File: src/hdl/assert_macros.svh
// Assertion macros used by the top RTL file of the homography point mapper.
// Each macro expands to one labeled concurrent assertion on clk; ASSERT_CLK is gated by rst_n.
`ifndef ASSERT_MACROS_SVH
`define ASSERT_MACROS_SVH

// Check that holds while out of reset.
`define ASSERT_CLK(lbl, prop, msg) \
    lbl: assert property (@(posedge clk) disable iff (!rst_n) prop) else $error(msg);

// Check that also holds during reset.
`define ASSERT_ALWAYS(lbl, prop, msg) \
    lbl: assert property (@(posedge clk) prop) else $error(msg);

`endif

File: src/hdl/hpmd_pkg.sv
// Package for the homography point mapper: widths, register codes, payload types.
// No dependencies; the other .sv files import it.
`default_nettype none

package hpmd_pkg;

    localparam int COORD_W    = 16;
    localparam int COEF_W     = 32;
    localparam int NUM_REGS   = 8;
    localparam int IDX_W      = $clog2(NUM_REGS);
    localparam int PROD_W     = COEF_W + COORD_W + 1;
    localparam int SUM_W      = PROD_W + 3;
    localparam int FRAC_SH    = 20;
    localparam int DIV_STEPS  = 20;
    localparam int NUM_W      = SUM_W + FRAC_SH + 2;
    localparam int MAP_W      = 20;
    localparam int DIST_W     = 20;
    localparam int DIFF_W     = ((COORD_W + 1 > MAP_W) ? COORD_W + 1 : MAP_W) + 1;
    localparam int SQ_W       = 2 * MAP_W + 2;
    localparam int SQRT_STEPS = SQ_W / 2;
    localparam int W_ONE_SH   = 36;

    localparam logic signed [MAP_W-1:0] MAP_MAX  = {1'b0, {(MAP_W-1){1'b1}}};
    localparam logic signed [MAP_W-1:0] MAP_MIN  = {1'b1, {(MAP_W-1){1'b0}}};
    localparam logic [DIST_W-1:0]       DIST_MAX = {DIST_W{1'b1}};

    typedef enum logic [IDX_W-1:0] {
        REG_COEF_XX = 3'd0,
        REG_COEF_XY = 3'd1,
        REG_COEF_XT = 3'd2,
        REG_COEF_YX = 3'd3,
        REG_COEF_YY = 3'd4,
        REG_COEF_YT = 3'd5,
        REG_PERSP_X = 3'd6,
        REG_PERSP_Y = 3'd7
    } cfg_reg_t;

    localparam logic [COEF_W-1:0] COEF_ONE = COEF_W'(65536);

    typedef struct packed {
        logic [MAP_W-1:0]  mapped_x;
        logic [MAP_W-1:0]  mapped_y;
        logic [DIST_W-1:0] distance;
        logic              zero_scale;
    } result_t;

endpackage

`default_nettype wire

File: src/hdl/hpmd_sqrt_pipe.sv
// Pipelined integer square root: one root bit per stage, SQRT_STEPS stages.
// Depends on hpmd_pkg for widths; leaves the remainder for rounding.
`default_nettype none

module hpmd_sqrt_pipe import hpmd_pkg::*;
(
    input  wire logic            clk,
    input  wire logic            en,
    input  wire logic [SQ_W-1:0] radicand,
    output logic [SQ_W-1:0]      root,
    output logic [SQ_W-1:0]      rem
);

    logic [SQ_W-1:0] x_reg [SQRT_STEPS];
    logic [SQ_W-1:0] r_reg [SQRT_STEPS];

    genvar k;
    generate
        for (k = 0; k < SQRT_STEPS; k++)
        begin : g_stage
            localparam int SH = SQ_W - 2 - 2 * k;
            logic [SQ_W-1:0] x_in;
            logic [SQ_W-1:0] r_in;
            logic [SQ_W-1:0] trial;
            logic [SQ_W-1:0] bit_val;
            logic            ge;

            if (k == 0)
            begin : g_first
                assign x_in = radicand;
                assign r_in = '0;
            end
            else
            begin : g_rest
                assign x_in = x_reg[k-1];
                assign r_in = r_reg[k-1];
            end

            assign bit_val = SQ_W'(1) << SH;
            assign trial   = r_in + bit_val;
            assign ge      = (x_in >= trial);

            always_ff @(posedge clk)
            begin
                if (en)
                begin
                    x_reg[k] <= ge ? (x_in - trial) : x_in;
                    r_reg[k] <= ge ? ((r_in >> 1) + bit_val) : (r_in >> 1);
                end
            end
        end
    endgenerate

    assign root = r_reg[SQRT_STEPS-1];
    assign rem  = x_reg[SQRT_STEPS-1];

endmodule

`default_nettype wire
File: config.mk
export PLATFORM = sky130hd
export DESIGN_NAME = hpmd_sqrt_pipe
export DESIGN_NICKNAME = d
export VERILOG_FILES = /design/src/hdl/assert_macros.svh /design/src/hdl/hpmd_pkg.sv /design/src/hdl/hpmd_sqrt_pipe.sv
export SDC_FILE = /design/constraint.sdc
export NUM_CORES = 2
export LEC_CHECK = 0
export BUFFER_PORTS_ARGS = -buffer_cell sky130_fd_sc_hd__buf_4
export CAP_MARGIN = 20
export CORE_UTILIZATION = 30
export DETAILED_ROUTE_END_ITERATION = 7
export HOLD_SLACK_MARGIN = 0.05
export PLACE_DENSITY = 0.42
export SETUP_SLACK_MARGIN = 0.05
export SLEW_MARGIN = 10
export SYNTH_ARGS = -nofsm -noshare
export SYNTH_HDL_FRONTEND = slang
export SYNTH_SLANG_ARGS = --single-unit
File: constraint.sdc
create_clock -name clk -period 3.9 [get_ports clk]
set_input_delay 0 -clock clk [delete_from_list [all_inputs] [get_ports clk]]
set_output_delay 0 -clock clk [all_outputs]
set_load 0.02 [all_outputs]
==> summary.txt <==
die height - 423 um
Yosys cell types - 80
P&R area growth vs syn - 18.0%
CP most frequent cell - or4_1
Clk Latency, worst-skew pair - 0.79 ns
Routed Antenna Nets - 0
Crit Reg-Reg Endpoint - x_reg[19][32]$_DFFE_PP_
area leader, netlist - edfxtp_1
critical path class - register to register
EDFF count, synth - 1113
clock-pin slew on the worst setup and hold paths - 0.06 ns
Post-DP Area - 0.0574 mm^2
Root Driver - clkbuf_16
Cells after DPL - 6653
layout cell share with drive strength beyond 1 - 0.101
htree depth - 4
gpl congestion - 0.829
number of antenna violations at the first check in global routing - 0
Starting Density - 0.304
drt pass-1 iters - 5
WP data required - 4.40 ns
r2r startpoint - x_reg[18][28]$_DFFE_PP_
mapped cell area - 0.0531 mm^2
CP Max Fanout - 43
clock network power share - 0.350
All-Layer GR Usage - 0.138
DRT iter0 DRCs - 1936
Sink Count - 1113
row cnt - 153
non-filler instance count after layout - 6973
reg2reg setup slack - 0.18 ns
vias in the first global route - 33400
max reg flops - 882
I/O pin count - 128
Gate power share - 0.181
clock buffer depth - 3
register share of total power - 0.470
CP max stage delay - 0.59 ns
DRC Markers - 0
core area - 0.175 mm^2
pwr dens - 553 mW/mm^2
post-synthesis sequential area ratio - 0.630
diodes inserted - 0
RSZ-0062 raised after global routing - yes
peak supply drop - 0.000423 V
FMAX - 0.269 GHz
Die Span X - 423 um
final hold viol count - 0
FF+latch count, synth - 1113
fin crit period - 3.72 ns
CTS buffer count - 134
Pins Over Slew Limit - 0
Avg WL per Cell - 17.7 um
Via-to-Cell Ratio - 4.69
Post-Route WL - 123000 um
Switch Pwr - 9.71 mW
first-pass GRT wire length - 192000 um
startpoint types - register
async set or reset register ratio after synthesis - 0
max_slew headroom - 0.366
Hold Crit Class - register to register
design area - 0.0626 mm^2
crit path DAT - 4.22 ns
status - complete, no violations
die area - 0.179 mm^2
Final setup viols - 0
internal power - 24.9 mW
pin count of the biggest net entering global routing - 100
postcts setup bufs - 0
Ys Warns - 0
Worst Skew - 0.0429 ns
dominant cells by area after synthesis - edfxtp_1 (63%), ha_1 (5.9%), xnor2_1 (3.5%)
CTS tree - built
setup TNS - 0 ns
syn avg cell area - 12.7 um^2
post-detail-place hpwl - 92200 um
hold_sp - r_reg[2][103]$_DFFE_PP_
post-synthesis cell count - 4184
Congestion Overflow GR - 0
final worst path period share - 0.954
slew at the pin closest to its max-slew limit - 0.944 ns
Critical Path, Cell by Cell - or4_1 > or4_1 > or4_1 > or3_1 > a211oi_4 > buf_12 > nor3_1 > o211a_2 > nand2_1 > xnor2_1
Port Buf Inserts - 106
CP endpoint kind - register
static leakage - 23.3 nW
Worst Reg2Reg Path Length in Cells - 10
total of max-cap violations - 0
Yosys top cell area share - 0.630
Hold EP - r_reg[2][144]$_DFFE_PP_
top_reg_cell synth - edfxtp_1
switching share of total power - 0.280
hold-critical path depth - 0
final net count - 4844
critical path's slowest cell - or4_1
via count - 32700
what timing repair did:
item                                    4_1_cts  5_1_grt
resized for setup                             0        3
hold buffers                                 86        0
endpoints found under the setup margin        0        6
endpoints found under the hold margin       134        0
power by group through the flow:
| stage | clock network, mW | logic (mW) | registers (mW) |
|---|---|---|---|
| final | 12.1 | 6.25 | 16.3 |
| after detailed placement | 0 | 6.22 | 16.5 |
| after global placement | 0 | 6.25 | 16.6 |
| after global routing | 13.0 | 7.01 | 16.5 |
| after CTS | 12.6 | 6.34 | 16.3 |
| after floorplan | 0 | 4.33 | 16.1 |
cells in the mapped netlist (all sizes together), types with 40 or more instances:
cell type  count
nor2         319
xnor2        215
edfxtp      1113
inv          314
nand3         56
xor2         172
nand2        250
or3           40
nand4         56
a21oi        269
ha           250
a21o          66
nor3         119
nand2b        72
mux2          53
o21ai        191
o21a          46
nor4         118
clkbuf        49
metrics by stage:
stage | utilization | power [mW] | setup slack (ns) | hold WS [ns]
after floorplan | - | 20.5 | 0.426 | 0.0989
after global placement | 0.329 | 22.8 | 0.119 | 0.178
after detailed placement | 0.329 | 22.8 | 0.154 | 0.179
after CTS | 0.358 | 35.2 | 0.141 | 0.375
after global routing | 0.358 | 36.5 | 0.0356 | 0.418
final | 0.358 | 34.6 | 0.180 | 0.440
how the worst max path moves through the flow:
stage | start | to | depth (start not counted)
final | x_reg[18][28]$_DFFE_PP_ | x_reg[19][32]$_DFFE_PP_ | 10
after global routing | x_reg[18][29]$_DFFE_PP_ | x_reg[19][32]$_DFFE_PP_ | 10
after CTS | x_reg[18][6]$_DFFE_PP_ | x_reg[19][35]$_DFFE_PP_ | 10
after detailed placement | x_reg[18][7]$_DFFE_PP_ | x_reg[19][35]$_DFFE_PP_ | 10
after global placement | x_reg[18][7]$_DFFE_PP_ | x_reg[19][35]$_DFFE_PP_ | 10
after floorplan | x_reg[17][6]$_DFFE_PP_ | x_reg[18][8]$_DFFE_PP_ | 9
placed cells by master (no fill, tap or decap), types with 56 or more instances in the layout:
| master | instances |
|---|---|
| nand2b_1 | 72 |
| xnor2_1 | 215 |
| nor4_1 | 117 |
| nand2_1 | 250 |
| o21ai_0 | 188 |
| a21o_1 | 66 |
| nor2_1 | 319 |
| dlygate4sd3_1 | 86 |
| clkbuf_16 | 135 |
| edfxtp_1 | 1113 |
| nand3_1 | 56 |
| ha_1 | 250 |
| buf_4 | 186 |
| xor2_1 | 172 |
| nor3_1 | 119 |
| nand4_1 | 56 |
| inv_1 | 314 |
| a21oi_1 | 269 |
critical path, delay by kind of cell (launching register included):
| kind | cells | cell delay [ns] |
|---|---|---|
| AOI/OAI and AO/OA | 2 | 0.46 |
| xor gates and xnor gates | 1 | 0.06 |
| buffers and inverters | 1 | 0.25 |
| DFF | 1 | 0.41 |
| and+or+nand+nor | 6 | 2.25 |
cell families (layout without fill, tap and decap cells):
group / Yosys count / count (layout) / synth area share
AO/OA/AOI/OAI: 758 / 758 / 0.0879
XOR/XNOR: 387 / 387 / 0.0639
adder cells (fa/ha/maj): 250 / 250 / 0.0590
buffers and inverters: 395 / 839 / 0.0296
flip-flops: 1113 / 1113 / 0.630
multiplexers: 59 / 59 / 0.0124
other: 1 / 21 / 0.0000707
AND/OR/NAND/NOR: 1221 / 1221 / 0.117
per-layer routing:
metal,global-route usage,vias up,wire (um)
met4,0.0438,0,2850
met2,0.252,472,64100
met1,0.162,15800,52500
li1,-,16300,-
met3,0.0227,170,3690
met5,0,-,0
final cells by class:
| class | instances | area (um^2) |
|---|---|---|
| inverter | 314 | 1180 |
| clock inverter | 68 | 792 |
| tap | 2325 | 2910 |
| multi-input combinational | 2696 | 18200 |
| fill | 17000 | 112000 |
| clock buffer | 166 | 3490 |
| timing repair buffer | 291 | 2630 |
| sequential | 1113 | 33400 |
(Power assumes the default switching activity.)
